[src/hw/rtl/ltmd_pkg.sv]
// ----------------------------------------------------------------------------
// ltmd_pkg
// shared types and constants of the loser tree merge with hash dedup
// ----------------------------------------------------------------------------
package ltmd_pkg;

   localparam logic [63:0] ALL_ONES = 64'hffff_ffff_ffff_ffff;
   localparam logic [4:0]  WAYS_RESET = 5'd16;

   typedef struct packed {
      logic [63:0] hash;
      logic [31:0] counter;
      logic [63:0] nonce;
   } rec_type;

   typedef struct packed {
      logic [63:0] key_hash;
      logic [31:0] rec_counter;
      logic [63:0] rec_nonce;
      logic        exhausted;
   } req_type;

   typedef struct packed {
      logic        emit_valid;
      logic [63:0] out_hash;
      logic        is_duplicate;
      logic        is_collision;
      logic [3:0]  next_source;
      logic        done_res;
   } rsp_type;

endpackage

[src/hw/rtl/loser_tree_merge_dedup.sv]
// ----------------------------------------------------------------------------
// loser_tree_merge_dedup
// k-way merge of sorted record streams into distinct hashes, one tree level
// per cycle through a shared 64-bit compare against the node memory
//
// each word replays L = floor(log2(ways + source)) tree levels in S_CLIMB,
// one level a cycle through the node memory port, then S_DONE forms the
// result; after the merge has finished a word is answered from S_IDLE
// reset: synchronous; nodes read as zero records with their own index as
// source through per-node valid bits, ways_ff returns to 16
// ----------------------------------------------------------------------------
module loser_tree_merge_dedup #(
   parameter int MAX_WAYS = 16
) (
   input  logic              clock,
   input  logic              reset,
   input  logic              req_valid,
   output logic              req_stall,
   input  ltmd_pkg::req_type req_data,
   output logic              rsp_valid,
   input  logic              rsp_stall,
   output ltmd_pkg::rsp_type rsp_data,
   input  logic              csr_we,
   input  logic [4:0]        csr_wdata
);

   localparam int LIVE = (MAX_WAYS < 31) ? MAX_WAYS : 31;
   localparam int IW   = (LIVE > 1) ? $clog2(LIVE) : 1;
   localparam int PW   = $clog2(LIVE + 1);
   localparam int SW   = PW + 1;

   localparam logic [1:0] S_IDLE  = 2'd0;
   localparam logic [1:0] S_CLIMB = 2'd1;
   localparam logic [1:0] S_DONE  = 2'd2;

   logic [1:0]        state_ff, state_in;
   logic [4:0]        ways_ff;
   logic [PW-1:0]     ph_ff, ph_in;
   logic              finished_ff, finished_in;
   logic [IW-1:0]     wanted_ff, wanted_in;
   ltmd_pkg::rec_type winner_ff, winner_in;
   ltmd_pkg::rec_type prev_ff, prev_in;
   ltmd_pkg::rec_type q_ff, q_in;
   logic [IW-1:0]     qsrc_ff, qsrc_in;
   logic [IW-1:0]     t_ff, t_in;
   logic              rsp_valid_ff, rsp_valid_in;
   ltmd_pkg::rsp_type rsp_ff, rsp_in;
   logic [LIVE-1:0]   vld_ff, vld_in;

   ltmd_pkg::rec_type node_rec_mem [LIVE];
   logic [IW-1:0]     node_src_mem [LIVE];
   ltmd_pkg::rec_type rd_rec_ff;
   logic [IW-1:0]     rd_src_ff;
   logic [IW-1:0]     rd_idx_ff;
   logic              rd_vld_ff;
   logic [IW-1:0]     rd_addr;
   logic              wr_en;

   logic [PW-1:0]     p_eff;
   logic [PW-1:0]     p_new;
   logic [IW-1:0]     src_start;
   logic [SW-1:0]     t_sum;
   logic [IW-1:0]     t_start;
   logic [IW-1:0]     t_half;
   ltmd_pkg::rec_type rec_in;
   ltmd_pkg::rec_type node_rec;
   logic [IW-1:0]     node_src;
   logic              swap;
   logic              req_take;
   logic              rsp_take;

   function automatic logic [PW-1:0] eff_ways(input logic [4:0] w);
      logic [PW-1:0] r;
      if (w == 5'd0) begin
         r = PW'(1);
      end else if (32'(w) > 32'(LIVE)) begin
         r = PW'(LIVE);
      end else begin
         r = PW'(w);
      end
      return r;
   endfunction

   assign p_eff     = eff_ways(ways_ff);
   assign p_new     = eff_ways(csr_wdata);
   assign src_start = (32'(wanted_ff) >= 32'(p_eff)) ? '0 : wanted_ff;
   assign t_sum     = SW'(p_eff) + SW'(src_start);
   assign t_start   = t_sum[IW:1];
   assign t_half    = t_ff >> 1;

   assign rsp_take  = rsp_valid_ff && !rsp_stall;
   assign req_stall = (state_ff != S_IDLE) || (rsp_valid_ff && rsp_stall);
   assign req_take  = req_valid && !req_stall;

   assign node_rec = rd_vld_ff ? rd_rec_ff : '0;
   assign node_src = rd_vld_ff ? rd_src_ff : rd_idx_ff;
   assign swap     = node_rec.hash < q_ff.hash;
   assign wr_en    = (state_ff == S_CLIMB) && swap;
   assign rd_addr  = (state_ff == S_IDLE) ? t_start : t_half;

   always_comb begin
      if (req_data.exhausted) begin
         rec_in = '{hash: ltmd_pkg::ALL_ONES, counter: 32'd0, nonce: 64'd0};
      end else begin
         rec_in = '{hash: req_data.key_hash, counter: req_data.rec_counter,
                    nonce: req_data.rec_nonce};
      end
   end

   always_comb begin
      state_in     = state_ff;
      ph_in        = ph_ff;
      finished_in  = finished_ff;
      wanted_in    = wanted_ff;
      winner_in    = winner_ff;
      prev_in      = prev_ff;
      q_in         = q_ff;
      qsrc_in      = qsrc_ff;
      t_in         = t_ff;
      vld_in       = vld_ff;
      rsp_valid_in = rsp_take ? 1'b0 : rsp_valid_ff;
      rsp_in       = rsp_ff;
      case (state_ff)
         S_IDLE: begin
            if (req_take) begin
               if (finished_ff) begin
                  rsp_valid_in = 1'b1;
                  rsp_in = '{emit_valid: 1'b0, out_hash: ltmd_pkg::ALL_ONES,
                             is_duplicate: 1'b0, is_collision: 1'b0,
                             next_source: 4'(wanted_ff), done_res: 1'b1};
               end else begin
                  ph_in   = (ph_ff == '0) ? '0 : ph_ff - PW'(1);
                  prev_in = winner_ff;
                  q_in    = rec_in;
                  qsrc_in = src_start;
                  t_in    = t_start;
                  state_in = (t_start == '0) ? S_DONE : S_CLIMB;
               end
            end
         end
         S_CLIMB: begin
            if (swap) begin
               q_in    = node_rec;
               qsrc_in = node_src;
               vld_in[t_ff] = 1'b1;
            end
            t_in     = t_half;
            state_in = (t_half == '0) ? S_DONE : S_CLIMB;
         end
         S_DONE: begin
            winner_in    = q_ff;
            wanted_in    = qsrc_ff;
            rsp_valid_in = 1'b1;
            rsp_in.emit_valid   = 1'b0;
            rsp_in.is_duplicate = 1'b0;
            rsp_in.is_collision = 1'b0;
            rsp_in.next_source  = 4'(qsrc_ff);
            rsp_in.out_hash     = q_ff.hash;
            rsp_in.done_res     = 1'b0;
            if (q_ff.hash == ltmd_pkg::ALL_ONES) begin
               finished_in     = 1'b1;
               rsp_in.done_res = 1'b1;
            end else if (ph_ff == '0) begin
               if (q_ff.hash != prev_ff.hash) begin
                  rsp_in.emit_valid = 1'b1;
               end else if (q_ff.counter == prev_ff.counter &&
                            q_ff.nonce == prev_ff.nonce) begin
                  rsp_in.is_duplicate = 1'b1;
               end else begin
                  rsp_in.is_collision = 1'b1;
               end
            end
            state_in = S_IDLE;
         end
         default: begin
            state_in = S_IDLE;
         end
      endcase
   end

   always_ff @(posedge clock) begin
      if (reset) begin
         state_ff     <= S_IDLE;
         ways_ff      <= ltmd_pkg::WAYS_RESET;
         ph_ff        <= eff_ways(ltmd_pkg::WAYS_RESET);
         finished_ff  <= 1'b0;
         wanted_ff    <= '0;
         winner_ff    <= '0;
         prev_ff      <= '0;
         vld_ff       <= '0;
         rsp_valid_ff <= 1'b0;
      end else if (csr_we) begin
         state_ff     <= S_IDLE;
         ways_ff      <= csr_wdata;
         ph_ff        <= p_new;
         finished_ff  <= 1'b0;
         wanted_ff    <= '0;
         winner_ff    <= '0;
         prev_ff      <= '0;
         vld_ff       <= '0;
         rsp_valid_ff <= rsp_valid_in;
      end else begin
         state_ff     <= state_in;
         ph_ff        <= ph_in;
         finished_ff  <= finished_in;
         wanted_ff    <= wanted_in;
         winner_ff    <= winner_in;
         prev_ff      <= prev_in;
         vld_ff       <= vld_in;
         rsp_valid_ff <= rsp_valid_in;
      end
   end

   always_ff @(posedge clock) begin
      q_ff    <= q_in;
      qsrc_ff <= qsrc_in;
      t_ff    <= t_in;
      rsp_ff  <= rsp_in;
   end

   // node memory, at most one write and one registered read per cycle
   always_ff @(posedge clock) begin
      if (wr_en) begin
         node_rec_mem[t_ff] <= q_ff;
         node_src_mem[t_ff] <= qsrc_ff;
      end
      rd_rec_ff <= node_rec_mem[rd_addr];
      rd_src_ff <= node_src_mem[rd_addr];
      rd_idx_ff <= rd_addr;
      rd_vld_ff <= vld_ff[rd_addr];
   end

   assign rsp_valid = rsp_valid_ff;
   assign rsp_data  = rsp_ff;

   a_busy_stalls: assert property (@(posedge clock) disable iff (reset)
      state_ff != S_IDLE |-> req_stall)
      else $error("input taken while tree replay in progress");

   a_one_flag: assert property (@(posedge clock) disable iff (reset)
      rsp_valid_ff |-> $onehot0({rsp_ff.emit_valid, rsp_ff.is_duplicate,
                                 rsp_ff.is_collision, rsp_ff.done_res}))
      else $error("conflicting result flags");

   a_climb_node: assert property (@(posedge clock) disable iff (reset)
      state_ff == S_CLIMB |-> t_ff != '0)
      else $error("tree replay at node zero");

   a_finished_winner: assert property (@(posedge clock) disable iff (reset)
      finished_ff |-> winner_ff.hash == ltmd_pkg::ALL_ONES)
      else $error("merge finished without all-ones winner");

endmodule

[config.mk]
export PLATFORM = sky130hd
export DESIGN_NAME = loser_tree_merge_dedup
export DESIGN_NICKNAME = d
export VERILOG_FILES = /design/src/hw/rtl/ltmd_pkg.sv /design/src/hw/rtl/loser_tree_merge_dedup.sv
export SDC_FILE = /design/constraint.sdc
export NUM_CORES = 2
export LEC_CHECK = 0
export ABC_AREA = 1
export BUFFER_PORTS_ARGS = -buffer_cell sky130_fd_sc_hd__buf_4
export CORE_AREA = 2 2 476 714
export DETAILED_ROUTE_END_ITERATION = 16
export DIE_AREA = 0 0 478 716
export GPL_ROUTABILITY_DRIVEN = 1
export GPL_TIMING_DRIVEN = 0
export PLACE_DENSITY_LB_ADDON = 0.1
export SYNTH_ARGS = -nofsm -noshare
export SYNTH_HDL_FRONTEND = slang
export SYNTH_SLANG_ARGS = --single-unit
[constraint.sdc]
create_clock -name clock -period 8.45 [get_ports clock]
set_input_delay 0.845 -clock clock [delete_from_list [all_inputs] [get_ports clock]]
set_output_delay 0.845 -clock clock [all_outputs]
set_load 0.005 [all_outputs]
==> flow_summary.rst <==
.. list-table::
   :header-rows: 1

   * - Metric
     - Value
   * - Outcome
     - finished, violations left
   * - Violations in the final reports
     - capacitance limit, slew limit
   * - Data required time at the worst endpoint
     - 9.02 ns
   * - Global-route wire length before repair
     - 712 mm
   * - Maximum buffer depth of the clock tree
     - 4
   * - Proportion of register bits with asynchronous set or reset after synthesis
     - 0%
   * - Routed vias
     - 94.9k
   * - Die outline area
     - 342000 sq um
   * - HP Class
     - input port to register
   * - Highest-count cells in the layout ignoring fill and taps
     - sky130_fd_sc_hd__edfxtp_1 (2864), sky130_fd_sc_hd__nand2_1 (2158), sky130_fd_sc_hd__o21ai_0 (1231)
   * - Share of synthesized area spent on multiplexers
     - 0%
   * - Synth area leader
     - sky130_fd_sc_hd__edfxtp_1
   * - Dominant combinational cell family by area after synthesis
     - simple AND/OR/NAND/NOR gates
   * - Crit Path Class
     - register to register
   * - Synth Register Bits
     - 3387
   * - Adder-cell area share of the yosys netlist
     - 0.678%
   * - Shortest clock period the worst path allows after layout
     - 6.79 ns
   * - Total standard cell area after synthesis
     - 134000 sq um
   * - Number of setup violations in the final report
     - 0
   * - Clock Sinks
     - 3387
   * - Number of H-tree levels
     - 5
   * - Filler cell count
     - 31.0k
   * - Initial DRC Count
     - 11.2k
   * - Final clock skew
     - 0.0513 ns
   * - Post-place instance area
     - 143000 sq um
   * - Final GP Congestion
     - 0.895
   * - Clock latency reported for the late side of the worst-skew pair
     - 0.95 ns
   * - Total routed wire length on the met1 layer
     - 190 mm
   * - Actual transition at the worst max-transition pin
     - 1.57 ns
   * - Detailed route wirelength on metal3
     - 36.1 mm
   * - Synth top area share
     - 64.2%
   * - Slew Limit Headroom
     - -4.99%
   * - Global-route total usage across every layer
     - 29.4%
   * - Total Neg Setup Slack
     - 0 ns
   * - Post-synthesis sequential area ratio
     - 72.0%
   * - Post-Layout Inst Area
     - 153000 sq um
   * - Max cap viols
     - 1
   * - # DRC
     - 0
   * - Total power per unit cell area
     - 247 nW/um^2
   * - Number of global-route vias before repair
     - 94.2k
   * - Largest fanout on the critical path
     - 71
   * - Synth area leaders
     - sky130_fd_sc_hd__edfxtp_1 (64%), sky130_fd_sc_hd__dfxtp_1 (7.8%), sky130_fd_sc_hd__nand2_1 (6.1%)
   * - Average instance area after synthesis
     - 11.8 sq um
   * - Main synth FF type
     - sky130_fd_sc_hd__edfxtp_1
   * - Maximum number of pins on one net before global-route repair
     - 80
   * - EDFF count, synth
     - 2864
   * - CTS tree
     - built
   * - Crit-path cells
     - clkbuf_2, buf_12, clkbuf_1, nand2_1, inv_1, ha_1, nand2_1, nor2_1, nor3_1, nand2_1, nand2_1, nand2_1, nand2_1, nand2_1, nand2_1, clkbuf_1, nand4_1, inv_8, buf_16, buf_16
   * - Drt via density
     - 5.66
   * - Share of post-route cells with drive strength above 1
     - 9.25%
   * - Fraction of the cycle the final worst path needs
     - 80.3%
   * - Family with the most delay on the worst path
     - buffers and inverters
   * - Row Count
     - 261
   * - Starting utilization of the core area
     - 39.9%
   * - Detailed-router iteration count before antenna repair
     - 8
   * - Data arrival, critical path
     - 7.36 ns
   * - Share of the synthesized area in compound gates (AO/OA/AOI/OAI)
     - 10.5%
   * - Number of gates resized after cts
     - 0
   * - CP max stage delay
     - 1.01 ns
   * - Highest metal layer used by the detailed router
     - met5
   * - Cell count after synthesis
     - 11.4k
   * - Startpoint type of the worst setup path
     - register
   * - Most Frequent Cell on Critical Path
     - sky130_fd_sc_hd__nand2_1
   * - Syn Nets
     - 11.6k
   * - Detailed Route WL
     - 517 mm
   * - Post-Synth Simple-Gate Area
     - 11.7%
   * - Distinct cell type count after synthesis
     - 39
   * - Remaining global-route overflow
     - 0
   * - Post-CTS Setup Bufs
     - 0
   * - Number of endpoints with negative hold slack in the final report
     - 0
   * - Number of buffers created by CTS
     - 329
   * - Leak
     - 55.5 nW
   * - Total buffers and inverters traversed by the critical path
     - 8
   * - DR WL/cell
     - 30.8 microns
   * - Number of primary I/O pins
     - 245
   * - Nature of the critical path endpoint
     - register
   * - Number of max-slew violations in the final report
     - 11
   * - Half-perimeter wire length after placement
     - 336 mm
   * - Fin nets
     - 12.2k
   * - Top achievable clock speed
     - 0.147 GHz
   * - Area of the core
     - 336000 sq um
   * - Port Buf Inserts
     - 243
   * - Number of warnings printed during yosys synthesis
     - 0
   * - Die Span X
     - 478 microns
   * - Maximum resistive drop on vdd
     - 0.000196 V
   * - Floorplan die height
     - 716 microns
   * - Clock Tree Root
     - sky130_fd_sc_hd__clkbuf_16
   * - Antenna viol nets, final
     - 0
   * - CTS clk-pin slew, worst paths
     - 0.06 ns
   * - Area growth from synthesis to layout
     - 14.4%
   * - Antenna violations before repair
     - 52
   * - Critical path's slowest cell
     - sky130_fd_sc_hd__clkbuf_1
   * - Most frequent standard cell in the layout excluding fill and tap cells
     - sky130_fd_sc_hd__edfxtp_1
   * - Hold buffer count at CTS
     - 0
   * - XOR/XNOR Fraction of Synth Area
     - 0.759%
   * - Metal2 WL
     - 256 mm
   * - Unrepaired setup endpoints after global routing
     - no
[final cells by class]
class	instances	area, sq um	area share, %
Tap cell	4471	5590	3.65
Clock buffer	441	9170	5.98
Multi-Input combinational cell	6578	31700	20.7
Buffer	730	3210	2.09
Timing Repair Buffer	288	2970	1.94
Antenna cell	41	103	0.0670
Inverter	685	2690	1.76
Clock inverter	157	1300	0.849
Sequential cell	3387	96500	63.0
[sequential cells by signal, indices dropped and copies added (netlist names)]
register	flops
state_ff	2
rsp_data	72
rd_rec_ff	160
rd_vld_ff	1
vld_ff	16
rd_src_ff	4
finished_ff	1
rsp_valid	1
t_ff	4
rd_idx_ff	4
node_src_mem	64
winner_ff	160
wanted_ff	4
ph_ff	5
ways_ff	5
prev_ff	160
qsrc_ff	4
q_ff	160
node_rec_mem	2560
[cell usage after synthesis, drive strengths merged (11+ instances only)]
cell type  count
edfxtp      2864
nand2       2159
o21ai       1290
nor2        1225
inv          640
dfxtp        523
a21oi        519
nand3        459
clkbuf       384
buf          346
o22ai        330
a32o         280
xnor2        105
ha            71
nand4         69
clkinv        45
nor4          17
nor3          15
xor2          11
[where the power goes]
part / internal [mW] / leakage (nW) / switching, mW
clock network: 8.17 / 5.14 / 6.59
registers: 18.8 / 30.3 / 0.710
logic: 0.933 / 20.0 / 2.70
[per-layer routing]
layer	track usage, %	vias to the layer above
li1	-	41500
met1	34.6	48000
met2	50.9	4401
met3	4.27	1037
met4	17.8	10
met5	0	-
[worst register-to-register path: stages, from the launching register on]
cell and delay (ns):
sky130_fd_sc_hd__dfxtp_1 0.35, sky130_fd_sc_hd__clkbuf_2 0.14, sky130_fd_sc_hd__buf_12 0.20, sky130_fd_sc_hd__clkbuf_1 1.07
sky130_fd_sc_hd__nand2_1 0.61, sky130_fd_sc_hd__inv_1 0.21, sky130_fd_sc_hd__ha_1 0.25, sky130_fd_sc_hd__nand2_1 0.08
sky130_fd_sc_hd__nor2_1 0.05, sky130_fd_sc_hd__nor3_1 0.13, sky130_fd_sc_hd__nand2_1 0.12, sky130_fd_sc_hd__nand2_1 0.08
sky130_fd_sc_hd__nand2_1 0.13, sky130_fd_sc_hd__nand2_1 0.18, sky130_fd_sc_hd__nand2_1 0.18, sky130_fd_sc_hd__nand2_1 0.40
sky130_fd_sc_hd__clkbuf_1 0.38, sky130_fd_sc_hd__nand4_1 0.36, sky130_fd_sc_hd__inv_8 0.48, sky130_fd_sc_hd__buf_16 0.50
sky130_fd_sc_hd__buf_16 0.44
[logic make-up after synthesis]
| logic type | count (synthesis) |
|---|---|
| simple gates | 3947 |
| fa+ha+maj | 72 |
| buf+inv | 1415 |
| xor+xnor | 116 |
| flops | 3387 |
| compound gates | 2443 |
[metrics by stage]
| stage | setup slack, ns | total power [mW] | util, % | instances | hold WS [ns] |
|---|---|---|---|---|---|
| finish | 1.66 | 37.9 | 45.6 | 16800 | 0.217 |
| global route | 1.53 | 38.9 | 45.6 | 16700 | 0.237 |
| CTS | 1.62 | 38.0 | 45.6 | 16700 | 0.178 |
| detailed placement | 1.62 | 23.4 | 42.4 | 16100 | 0.444 |
| global placement | -6.37 | 23.4 | 42.1 | 16100 | 0.439 |
| floorplan | 1.45 | 21.3 | - | 11400 | 0.427 |
[worst paths after layout]
| kind | end | start | cells after the start | slack [ns] |
|---|---|---|---|---|
| worst min register to register | vld_ff[0]$_SDFFE_PP0P_ | vld_ff[0]$_SDFFE_PP0P_ | 2 | 0.46 |
| worst max-delay path | node_rec_mem[3][73]$_DFFE_PP_ | rd_vld_ff$_DFF_P_ | 20 | 1.66 |
| worst min-delay path | q_ff[150]$_DFFE_PP_ | req_data[151] | 3 | 0.22 |
| worst max register to register | node_rec_mem[3][73]$_DFFE_PP_ | rd_vld_ff$_DFF_P_ | 20 | 1.66 |
(Power assumes the default switching activity.)
